File: config.mk
export PLATFORM = sky130hd
export DESIGN_NAME = byte_vector_dot_product_flat
export DESIGN_NICKNAME = d
export VERILOG_FILES = /design/src/hw/rtl/bvdp_pkg.sv /design/src/hw/rtl/bvdp_if.sv /design/src/hw/rtl/bvdp_lane.sv /design/src/hw/rtl/bvdp_merge.sv /design/src/hw/rtl/byte_vector_dot_product.sv /design/src/flat_wrapper.sv
export SDC_FILE = /design/constraint.sdc
export NUM_CORES = 2
export LEC_CHECK = 0
export ABC_AREA = 1
export BUFFER_PORTS_ARGS = -buffer_cell sky130_fd_sc_hd__buf_2
export CORE_MARGIN = 5
export CORE_UTILIZATION = 50
export DETAILED_ROUTE_END_ITERATION = 6
export MAX_ROUTING_LAYER = met4
export PLACE_DENSITY = 0.65
export SYNTH_ARGS = -nofsm -noshare
export SYNTH_HDL_FRONTEND = slang
export SYNTH_SLANG_ARGS = --single-unit
File: constraint.sdc
create_clock -name clk -period 9.7 [get_ports clk]
set_input_delay 0.97 -clock clk [delete_from_list [all_inputs] [get_ports clk]]
set_output_delay 0.97 -clock clk [all_outputs]
set_load 0.005 [all_outputs]
File: src/hw/rtl/bvdp_pkg.sv
package bvdp_pkg;

	// Widths of the item fields
	localparam int unsigned BYTES_W  = 64;
	localparam int unsigned COUNT_W  = 4;
	localparam int unsigned SUM_OUT_W = 32;
	localparam int unsigned LANE_MAX = 8;

	// Exact 9x9 signed product and the sum of up to eight of them
	localparam int unsigned EXT_W  = 9;
	localparam int unsigned PROD_W = 2 * EXT_W;
	localparam int unsigned SUM_W  = PROD_W + 3;

	// Reset value of the mode register: signed bytes
	localparam logic SIGNED_MODE_RST = 1'b1;

	// Control carried alongside the lane products
	typedef struct packed {
		logic valid;
		logic last;
	} stage_ctl_t;

endpackage

File: src/hw/rtl/bvdp_if.sv
interface bvdp_vec_if;
	logic                             valid;
	logic                             ready;
	logic [bvdp_pkg::BYTES_W-1:0]     a_bytes;
	logic [bvdp_pkg::BYTES_W-1:0]     b_bytes;
	logic [bvdp_pkg::COUNT_W-1:0]     lane_count;
	logic                             last_item;

	modport source (output valid, a_bytes, b_bytes, lane_count, last_item, input ready);
	modport sink   (input valid, a_bytes, b_bytes, lane_count, last_item, output ready);
endinterface

interface bvdp_sum_if;
	logic                             valid;
	logic                             ready;
	logic [bvdp_pkg::SUM_OUT_W-1:0]   dot_sum;

	modport source (output valid, dot_sum, input ready);
	modport sink   (input valid, dot_sum, output ready);
endinterface

File: src/hw/rtl/bvdp_lane.sv
module bvdp_lane (
	input  logic                               clk,
	input  logic                               load,
	input  logic                               is_signed,
	input  logic                               active,
	input  logic [7:0]                         a_byte,
	input  logic [7:0]                         b_byte,
	output logic signed [bvdp_pkg::PROD_W-1:0] product_s1
);

	logic signed [bvdp_pkg::EXT_W-1:0]  a_ext;
	logic signed [bvdp_pkg::EXT_W-1:0]  b_ext;
	logic signed [bvdp_pkg::PROD_W-1:0] mul;

	// Widen each byte by one bit so both modes fit one signed multiplier
	assign a_ext = {is_signed & a_byte[7], a_byte};
	assign b_ext = {is_signed & b_byte[7], b_byte};
	assign mul   = a_ext * b_ext;

	// Capture the product; an inactive lane contributes zero
	always_ff @(posedge clk) begin
		if (load) begin
			product_s1 <= active ? mul : '0;
		end
	end

endmodule

File: src/hw/rtl/bvdp_merge.sv
module bvdp_merge #(
	parameter int unsigned LANES = 8
) (
	input  logic                               clk,
	input  logic                               arst_n,
	input  bvdp_pkg::stage_ctl_t               ctl_s1,
	input  logic signed [bvdp_pkg::PROD_W-1:0] product_s1 [LANES],
	output logic                               ready_s1,
	bvdp_sum_if.source                         result
);

	localparam int unsigned PAD_W = bvdp_pkg::SUM_OUT_W - bvdp_pkg::SUM_W;

	logic signed [bvdp_pkg::SUM_W-1:0]     tree_sum;
	logic signed [bvdp_pkg::SUM_W-1:0]     sum_s2;
	logic                                  valid_s2;
	logic                                  last_s2;
	logic [bvdp_pkg::SUM_OUT_W-1:0]        acc_q;
	logic [bvdp_pkg::SUM_OUT_W-1:0]        acc_next;
	logic [bvdp_pkg::SUM_OUT_W-1:0]        dot_sum_q;
	logic                                  out_valid_q;
	logic                                  out_free;
	logic                                  adv_s2;

	// Add the lane products
	always_comb begin
		tree_sum = '0;
		for (int k = 0; k < LANES; k++) begin
			tree_sum = tree_sum + bvdp_pkg::SUM_W'(product_s1[k]);
		end
	end

	// Stage two moves on unless it carries a last item and the output is full
	assign out_free = !out_valid_q || result.ready;
	assign adv_s2   = valid_s2 && (!last_s2 || out_free);
	assign ready_s1 = !valid_s2 || adv_s2;

	// Hold the lane sum for the accumulator
	always_ff @(posedge clk or negedge arst_n) begin
		if (!arst_n) begin
			valid_s2 <= 1'b0;
		end else if (ready_s1) begin
			valid_s2 <= ctl_s1.valid;
		end
	end

	always_ff @(posedge clk) begin
		if (ready_s1 && ctl_s1.valid) begin
			sum_s2  <= tree_sum;
			last_s2 <= ctl_s1.last;
		end
	end

	assign acc_next = acc_q + {{PAD_W{sum_s2[bvdp_pkg::SUM_W-1]}}, sum_s2};

	// Accumulate; on the last item emit the total and clear
	always_ff @(posedge clk or negedge arst_n) begin
		if (!arst_n) begin
			acc_q <= '0;
		end else if (adv_s2) begin
			acc_q <= last_s2 ? '0 : acc_next;
		end
	end

	always_ff @(posedge clk or negedge arst_n) begin
		if (!arst_n) begin
			out_valid_q <= 1'b0;
		end else if (adv_s2 && last_s2) begin
			out_valid_q <= 1'b1;
		end else if (result.ready) begin
			out_valid_q <= 1'b0;
		end
	end

	always_ff @(posedge clk) begin
		if (adv_s2 && last_s2) begin
			dot_sum_q <= acc_next;
		end
	end

	assign result.valid   = out_valid_q;
	assign result.dot_sum = dot_sum_q;

`ifndef SYNTHESIS
	// The accumulator starts fresh after every emitted total
	assert property (@(posedge clk) disable iff (!arst_n)
		adv_s2 && last_s2 |=> acc_q == '0)
		else $error("accumulator not cleared after last item");

	// A last item always lands in the output register
	assert property (@(posedge clk) disable iff (!arst_n)
		adv_s2 && last_s2 |=> out_valid_q)
		else $error("total lost at output register");

	// No result appears without a last item
	assert property (@(posedge clk) disable iff (!arst_n)
		!out_valid_q && !(adv_s2 && last_s2) |=> !out_valid_q)
		else $error("result without last item");

	// A blocked stage two keeps its sum
	assert property (@(posedge clk) disable iff (!arst_n)
		valid_s2 && !adv_s2 |=> valid_s2 && $stable(sum_s2) && $stable(acc_q))
		else $error("stalled stage two changed");
`endif

endmodule

File: src/hw/rtl/byte_vector_dot_product.sv
// Streaming int8/uint8 dot product with a wrapping 32-bit accumulator. Each
// accepted item carries eight byte pairs; the first lane_count of them (capped
// at LANES) are multiplied exactly in parallel lanes, summed, and added to the
// running total. An item with last_item set produces one dot_sum result and
// clears the total; an empty vector gives 0. The block takes one item per
// clock: the lane multipliers and the single accumulator add each sit in a
// stage of their own, and a total is output once its last item has passed the
// product and sum registers. A result waiting at the output only stalls
// the input when another last item reaches the accumulator. signed_mode
// (reset 1) selects signed bytes; write it only while no vector is in flight.
module byte_vector_dot_product #(
	parameter int unsigned LANES = 8
) (
	input  logic         clk,
	input  logic         arst_n,
	input  logic         signed_mode_we,
	input  logic         signed_mode_wdata,
	bvdp_vec_if.sink     vec,
	bvdp_sum_if.source   result
);

	localparam logic [bvdp_pkg::COUNT_W-1:0] LANES_CNT = bvdp_pkg::COUNT_W'(LANES);

	logic                               signed_mode_q;
	logic                               accept;
	logic                               ready_s1;
	logic                               ready_s2;
	logic                               valid_s1;
	logic                               last_s1;
	logic [bvdp_pkg::COUNT_W-1:0]       count_sat;
	logic [LANES-1:0]                   active;
	bvdp_pkg::stage_ctl_t               ctl_s1;
	logic signed [bvdp_pkg::PROD_W-1:0] product_s1 [LANES];

	// Hold the mode register
	always_ff @(posedge clk or negedge arst_n) begin
		if (!arst_n) begin
			signed_mode_q <= bvdp_pkg::SIGNED_MODE_RST;
		end else if (signed_mode_we) begin
			signed_mode_q <= signed_mode_wdata;
		end
	end

	// Stage one takes an item when empty or moving on
	assign ready_s1  = !valid_s1 || ready_s2;
	assign vec.ready = ready_s1;
	assign accept    = vec.valid && ready_s1;

	always_ff @(posedge clk or negedge arst_n) begin
		if (!arst_n) begin
			valid_s1 <= 1'b0;
		end else if (ready_s1) begin
			valid_s1 <= vec.valid;
		end
	end

	always_ff @(posedge clk) begin
		if (accept) begin
			last_s1 <= vec.last_item;
		end
	end

	assign ctl_s1 = {valid_s1, last_s1};

	// Cap the lane count and mark the lanes that take part
	assign count_sat = (vec.lane_count > LANES_CNT) ? LANES_CNT : vec.lane_count;

	always_comb begin
		for (int k = 0; k < LANES; k++) begin
			active[k] = bvdp_pkg::COUNT_W'(k) < count_sat;
		end
	end

	for (genvar g = 0; g < LANES; g++) begin : g_lane
		bvdp_lane u_lane (
			.clk        (clk),
			.load       (accept),
			.is_signed  (signed_mode_q),
			.active     (active[g]),
			.a_byte     (vec.a_bytes[8*g +: 8]),
			.b_byte     (vec.b_bytes[8*g +: 8]),
			.product_s1 (product_s1[g])
		);
	end

	bvdp_merge #(
		.LANES (LANES)
	) u_merge (
		.clk        (clk),
		.arst_n     (arst_n),
		.ctl_s1     (ctl_s1),
		.product_s1 (product_s1),
		.ready_s1   (ready_s2),
		.result     (result)
	);

endmodule

File: src/flat_wrapper.sv
// flat-port wrapper written by rule: the top's interface ports become plain ports
module byte_vector_dot_product_flat 
#(
	parameter int unsigned LANES = 8
)
  (clk, arst_n, signed_mode_we, signed_mode_wdata, vec_valid, vec_a_bytes, vec_b_bytes, vec_lane_count, vec_last_item, vec_ready, result_valid, result_dot_sum, result_ready);
  bvdp_vec_if vec_i ();
  bvdp_sum_if result_i ();
  input  logic clk;
  input  logic arst_n;
  input  logic signed_mode_we;
  input  logic signed_mode_wdata;
  input wire logic [$bits(vec_i.valid)-1:0] vec_valid;
  input wire logic [$bits(vec_i.a_bytes)-1:0] vec_a_bytes;
  input wire logic [$bits(vec_i.b_bytes)-1:0] vec_b_bytes;
  input wire logic [$bits(vec_i.lane_count)-1:0] vec_lane_count;
  input wire logic [$bits(vec_i.last_item)-1:0] vec_last_item;
  output wire logic [$bits(vec_i.ready)-1:0] vec_ready;
  output wire logic [$bits(result_i.valid)-1:0] result_valid;
  output wire logic [$bits(result_i.dot_sum)-1:0] result_dot_sum;
  input wire logic [$bits(result_i.ready)-1:0] result_ready;
  assign vec_i.valid = vec_valid;
  assign vec_i.a_bytes = vec_a_bytes;
  assign vec_i.b_bytes = vec_b_bytes;
  assign vec_i.lane_count = vec_lane_count;
  assign vec_i.last_item = vec_last_item;
  assign vec_ready = vec_i.ready;
  assign result_valid = result_i.valid;
  assign result_dot_sum = result_i.dot_sum;
  assign result_i.ready = result_ready;
  byte_vector_dot_product #(.LANES(LANES)) u_core (.clk(clk), .arst_n(arst_n), .signed_mode_we(signed_mode_we), .signed_mode_wdata(signed_mode_wdata), .vec(vec_i), .result(result_i));
endmodule
After elaboration in Yosys (flattened, before gate mapping)
Index checks and enable logic that the tools add are counted.
- register bits: 235
- latch bits: 0
- bits in writable memories: 0
- bits in read-only memories: 0
- input port bits: 139
- output and inout bits: 34
- logic and storage cells: 75
- memories kept: 0
- $add $sub $neg: 8
- multiply operators: 8
- div/mod/pow operators: 0
- $lt $le $gt $ge: 9
- equality and inequality tests: 0
- shift operators: 0
- muxes and demuxes: 4
- bitwise logic cells: 16
- reductions and logical operators: 13
- operators by type and width (cell ; count):
    multiplier 9 x 9 -> 18 bit ; 8
    adder 21 x 18 -> 21 bit ; 4
    adder 32 bit ; 1
    two-way mux 32 bit ; 1
    adder 20 x 18 -> 21 bit ; 1
    adder 19 x 18 -> 20 bit ; 1
    adder 18 x 18 -> 19 bit ; 1
    AND 1 bit ; 16
    less-than comparator 3 x 4 -> 1 bit, first input constant ; 4
    less-than comparator 1 x 4 -> 1 bit, first input constant ; 2
    less-than comparator 2 x 4 -> 1 bit, first input constant ; 2
    greater-than comparator 4 bit, second input constant ; 1
    logical AND 1 bit ; 4
    logical NOT 1 bit ; 4
    logical OR 1 bit ; 4
    two-way mux 4 bit ; 1
    two-way mux 1 bit ; 2
    nonzero test 2 bit ; 1

Longest topological paths before layout
- word-level depth: 7
- gate-level depth with buffers: 23

Hierarchy
Synthesis repeated with hierarchy kept, for this count alone.
- cells, all modules: 5196
- area, all modules: 40880.5 um2
- by module, submodules not included (module ; times used ; cells an instance ; area an instance (um2) ; sequential area each (um2)):
    bvdp_lane at u_core.g_lane[1].u_lane ... ; 3 ; 505 ; 3940.0 ; 540.5
    bvdp_merge ; 1 ; 1164 ; 9312.7 ; 2472.4
    bvdp_lane at u_core.g_lane[5].u_lane ... ; 2 ; 494 ; 3906.2 ; 540.5
    bvdp_lane at u_core.g_lane[4].u_lane ; 1 ; 503 ; 3926.3 ; 540.5
    bvdp_lane at u_core.g_lane[7].u_lane ; 1 ; 496 ; 3915.0 ; 540.5
    bvdp_lane at u_core.g_lane[0].u_lane ; 1 ; 503 ; 3911.3 ; 540.5
    byte_vector_dot_product ; 1 ; 27 ; 182.7 ; 81.3

Worst setup path after synthesis
No wires, ideal clock.
- path type: in2reg
- start point: in result_ready
- end point: reg u_core.g_lane[0].u_lane.product_s1[0] in the netlist's numbering (enable)
- setup time: 655 ps
- data arrival time: 7314 ps
- setup slack: 1731 ps
- cell stages on the path: 6
- buffers on the path: 0
- path through: inv_1 > nand3_1 > nor2_1 > inv_1 > nor2_1 > nor2_1
- cells in the longest elaborated chain, start to end: 6
- ends and longest elaborated chain (element ; RTL line ; source):
    from (decl) ; flat_wrapper.sv:21 ; input wire logic [$bits(result_i.ready)-1:0] result_ready;
    logical OR 1 bit ; bvdp_merge.sv:34 ; assign out_free = !out_valid_q || result.ready;
    logical OR 1 bit ; bvdp_merge.sv:35 ; assign adv_s2 = valid_s2 && (!last_s2 || out_free);
    logical AND 1 bit ; bvdp_merge.sv:35 ;
    logical OR 1 bit ; bvdp_merge.sv:36 ; assign ready_s1 = !valid_s2 || adv_s2;
    logical OR 1 bit ; byte_vector_dot_product.sv:45 ; assign ready_s1 = !valid_s1 || ready_s2;
    logical AND 1 bit ; byte_vector_dot_product.sv:47 ; assign accept = vec.valid && ready_s1;
    named net u_core.accept ; byte_vector_dot_product.sv:25 ; logic accept;
    to (signal assigned) ; bvdp_lane.sv:23 ; product_s1 <= active ? mul : '0;
    to (decl) ; bvdp_lane.sv:8 ; output logic signed [bvdp_pkg::PROD_W-1:0] product_s1
The timed path passes the listed nets, and every way through them passes these cells.
A chain may end at the register's enable or synchronous reset.

Worst setup path after layout
- start point: reg u_core.signed_mode_q
- end point: reg u_core.g_lane[0].u_lane.product_s1[14] in the netlist's numbering, data pin
- cells in the longest elaborated chain, start to end: 2
- elaborated cells on any way between the ends: 3
- classes of those cells: mul: 1; bitwise: 2
- ends and longest elaborated chain (element ; RTL line ; source):
    from (decl) ; byte_vector_dot_product.sv:24 ; logic signed_mode_q;
    from (signal assigned) ; byte_vector_dot_product.sv:38 ; signed_mode_q <= bvdp_pkg::SIGNED_MODE_RST;
    from (signal assigned) ; byte_vector_dot_product.sv:40 ; signed_mode_q <= signed_mode_wdata;
    AND 1 bit, on equally long branches ; bvdp_lane.sv:16, bvdp_lane.sv:17 ;
    multiplier 9 x 9 -> 18 bit * ; bvdp_lane.sv:18 ; assign mul = a_ext * b_ext;
Every way passes the cells marked *; elsewhere a longest branch is shown, timed or not.

==> key figures <==
Logic synthesis
  – Asr flop ratio synth: 0.1532
  – Mapped Avg Cell Area: 8.188 um2
  – Cell Area, Synth: 39790 um2
  – Post-Synthesis Cells: 4859
  – FF+latch count, synth: 235
  – Syn nets: 6026
  – Register area share after synthesis: 0.1729
  – Library cells used by synthesis: 47
  – Synth warn: 0
  – Prevailing post-synth register cell: edfxtp_1
  – EDFF count, synth: 199

Timing
  – Clk_skew: 0.01674 ns
  – Slew headroom: 0.3065
  – Final hold vios: 0
  – Fin Setup TNS: 0 ns
  – Slew @ Worst Pin: 1.040 ns
  – Final worst path period share: 0.6704
  – Min Tclk post-route: 6.503 ns
  – Setup violations, final: 0
  – RSZ-0062 raised after global routing: no
  – Slew Viols, Final: 0
  – Max Clk Rate: 0.1538 GHz

Place
  – Port bufs: 172
  – Detail Placement HPWL: 79090 um
  – GPL Wtd Cong: 0.9157

Critical path
  – Critical path startpoint category: flop
  – Worst path arrival time: 6.80 ns
  – CP Capture Type: flop
  – Crit. Startpoint: u_core.signed_mode_q
  – CP Max Fanout: 18
  – Critical path class: reg -> reg
  – Critical R2R Launch: u_core.signed_mode_q
  – Critical Path RT: 10.00 ns

Run
  – Max_cap viols: 0

Global routing
  – GRT overflow: 0
  – Vias in the first global route: 30978
  – All-Layer GR Usage: 0.2324
  – Global-route wire length before repair: 158000 um
  – Largest net degree at the start of global routing: 78
  – Initial antenna violation count: 1

Route
  – Final WL: 93700 um
  – DRT iter0 DRCs: 1441
  – Drt pass-1 iters: 5
  – Via Count: 29386
  – Vias/cell: 4.907
  – Final ANT Viol Nets: 0
  – DRC Markers: 0
  – Average wire per standard cell: 15.65 um

Floorplanning
  – Die area: 85310 um2
  – I/O Pins: 173
  – Die width: 292.1 um
  – CORE AREA: 79000 um2
  – DIE HEIGHT: 292.1 um
  – Initial Util: 0.5036
  – FP Rows: 103

Status
  – Status: complete, no violations

Clock network
  – Post-CTS Setup Inserts: 0
  – CTS Sinks: 235
  – CTS tree: yes
  – TritonCTS buffer count: 26
  – Post-CTS sizing: 0
  – CTS root buf: clkbuf_16
  – Max Root-Sink Buffers: 3
  – # hold bufs at CTS: 0
  – Worst-path clk slew: 0.06 ns
  – Max H-tree Level: 1
  – Clock latency on the worst-skew pair: 0.55 ns

Worst hold path
  – Min-Delay Startpoint: u_core.last_s1
  – Hold Crit Class: reg -> reg

Cells and area
  – Fin nets: 6085
  – Share of cells above drive strength 1: 0.05853
  – Layout fillers: 7532
  – Syn-to-layout area delta: 6.353%
metal layers:
layer | vias up | wire [um] | GRT usage
met1 | 14386 | 41860 | 0.3176
met5 | - | 0 | -
met4 | 0 | 1377 | 0.02932
li1 | 14327 | - | -
met3 | 102 | 3753 | 0.01726
met2 | 571 | 46710 | 0.3970
through the flow:
step | util | hold WS (ns) | setup WS, ns | cell area (um2) | instances
5_1_grt | 0.5356 | 0.4391 | 2.690 | 42310 | 5988
2_1_floorplan | - | 0.4003 | 1.731 | 39790 | 4859
3_3_place_gp | 0.5247 | 0.4052 | 3.356 | 41450 | 5940
6_report | 0.5356 | 0.4263 | 3.197 | 42310 | 5989
4_1_cts | 0.5356 | 0.4297 | 3.145 | 42310 | 5988
3_5_place_dp | 0.5247 | 0.4151 | 3.205 | 41450 | 5940
cell usage in the layout (no fill, tap or decap), types with 3 or more instances in the layout:
cell type,n
or2_2,19
xor2_1,47
nor2_4,5
and2_1,18
o21ai_1,6
nand3b_1,7
dfrtp_1,35
clkinv_1,3
inv_1,1393
a21o_1,18
a22o_1,6
clkbuf_16,27
o211ai_1,3
nor2_2,6
nor3_2,4
nor2_1,261
buf_2,172
o21ai_0,57
clkinvlp_4,5
ha_1,355
nand4_1,25
buf_4,6
nand2_2,15
edfxtp_1,199
o21a_1,8
o21bai_1,13
a31oi_1,9
inv_2,13
nand3_1,128
nand2_1,1148
xnor2_1,37
nor3_1,20
a21oi_1,164
fa_1,673
clkbuf_1,5
flip-flops by register name, summed over array words and instances, names as in the netlist:
signal / cells
u_core.g_lane.u_lane.product_s1: 144
u_core.u_merge.acc_q: 32
u_core.u_merge.result.dot_sum: 32
u_core.u_merge.sum_s2: 21
u_core.last_s1: 1
u_core.signed_mode_q: 1
u_core.u_merge.last_s2: 1
u_core.u_merge.result.valid: 1
u_core.u_merge.valid_s2: 1
u_core.valid_s1: 1
worst max-delay path: stages (launching register included):
cell,delay [ns]
dfstp_2,1.03
clkinv_1,0.68
buf_4,0.43
nor2_1,0.22
inv_1,0.11
fa_1,0.49
inv_1,0.05
fa_1,0.48
fa_1,0.51
fa_1,0.49
inv_1,0.05
fa_1,0.49
inv_1,0.04
ha_1,0.32
inv_1,0.07
nor3_1,0.26
nand2_1,0.08
nand2_1,0.10
nand2_1,0.05
nand3_1,0.10
nand2_1,0.06
nand2_1,0.05
nor2_1,0.04
worst paths after layout:
| check | end | slack (ns) | depth (start not counted) |
|---|---|---|---|
| max | u_core.g_lane[0].u_lane.product_s1[14] | 3.20 | 22 |
| min | u_core.u_merge.last_s2 | 0.43 | 0 |
| max reg2reg | u_core.g_lane[0].u_lane.product_s1[14] | 3.20 | 22 |
| min reg2reg | u_core.u_merge.last_s2 | 0.43 | 0 |
| max in group asynchronous | u_core.u_merge.acc_q[5] | 8.59 | 1 |
| min in group asynchronous | u_core.u_merge.acc_q[22] | 0.54 | 1 |
synth_stat cells (25+ instances only):
master | number | area [um2]
nor2_1 | 263 | 987.2
dfrtp_1 | 35 | 875.8
fa_1 | 673 | 13470
o21ai_0 | 57 | 285.3
inv_1 | 1394 | 5233
xor2_1 | 47 | 411.6
nand3_1 | 128 | 640.6
edfxtp_1 | 199 | 5976
clkbuf_1 | 138 | 518.0
xnor2_1 | 37 | 324.1
nand4_1 | 25 | 156.4
nand2_1 | 1148 | 4309
ha_1 | 355 | 4442
a21oi_1 | 164 | 820.8
cell type report:
class | instances | area (um2) | area share
diodes | 1 | 2.502 | 0.00005914
clock buffers | 33 | 708.2 | 0.01674
clock inverters | 15 | 150.1 | 0.003548
inverters | 1407 | 5281 | 0.1248
multi-input cells | 3070 | 27070 | 0.6398
flip-flops and latches | 235 | 6878 | 0.1625
well taps | 1050 | 1314 | 0.03105
repair buffers | 178 | 905.9 | 0.02141
cell families after synthesis:
group | count (synthesis) | synth area share
AOI/OAI and AO/OA | 292 | 0.04132
xor gates and xnor gates | 85 | 0.01890
adders and majority gates | 1028 | 0.4503
buffers and inverters | 1554 | 0.1469
DFF | 235 | 0.1729
and+or+nand+nor | 1665 | 0.1697
Power is not shown: default switching activity piles up to over one toggle a cycle in this logic, so the estimate is an artifact.
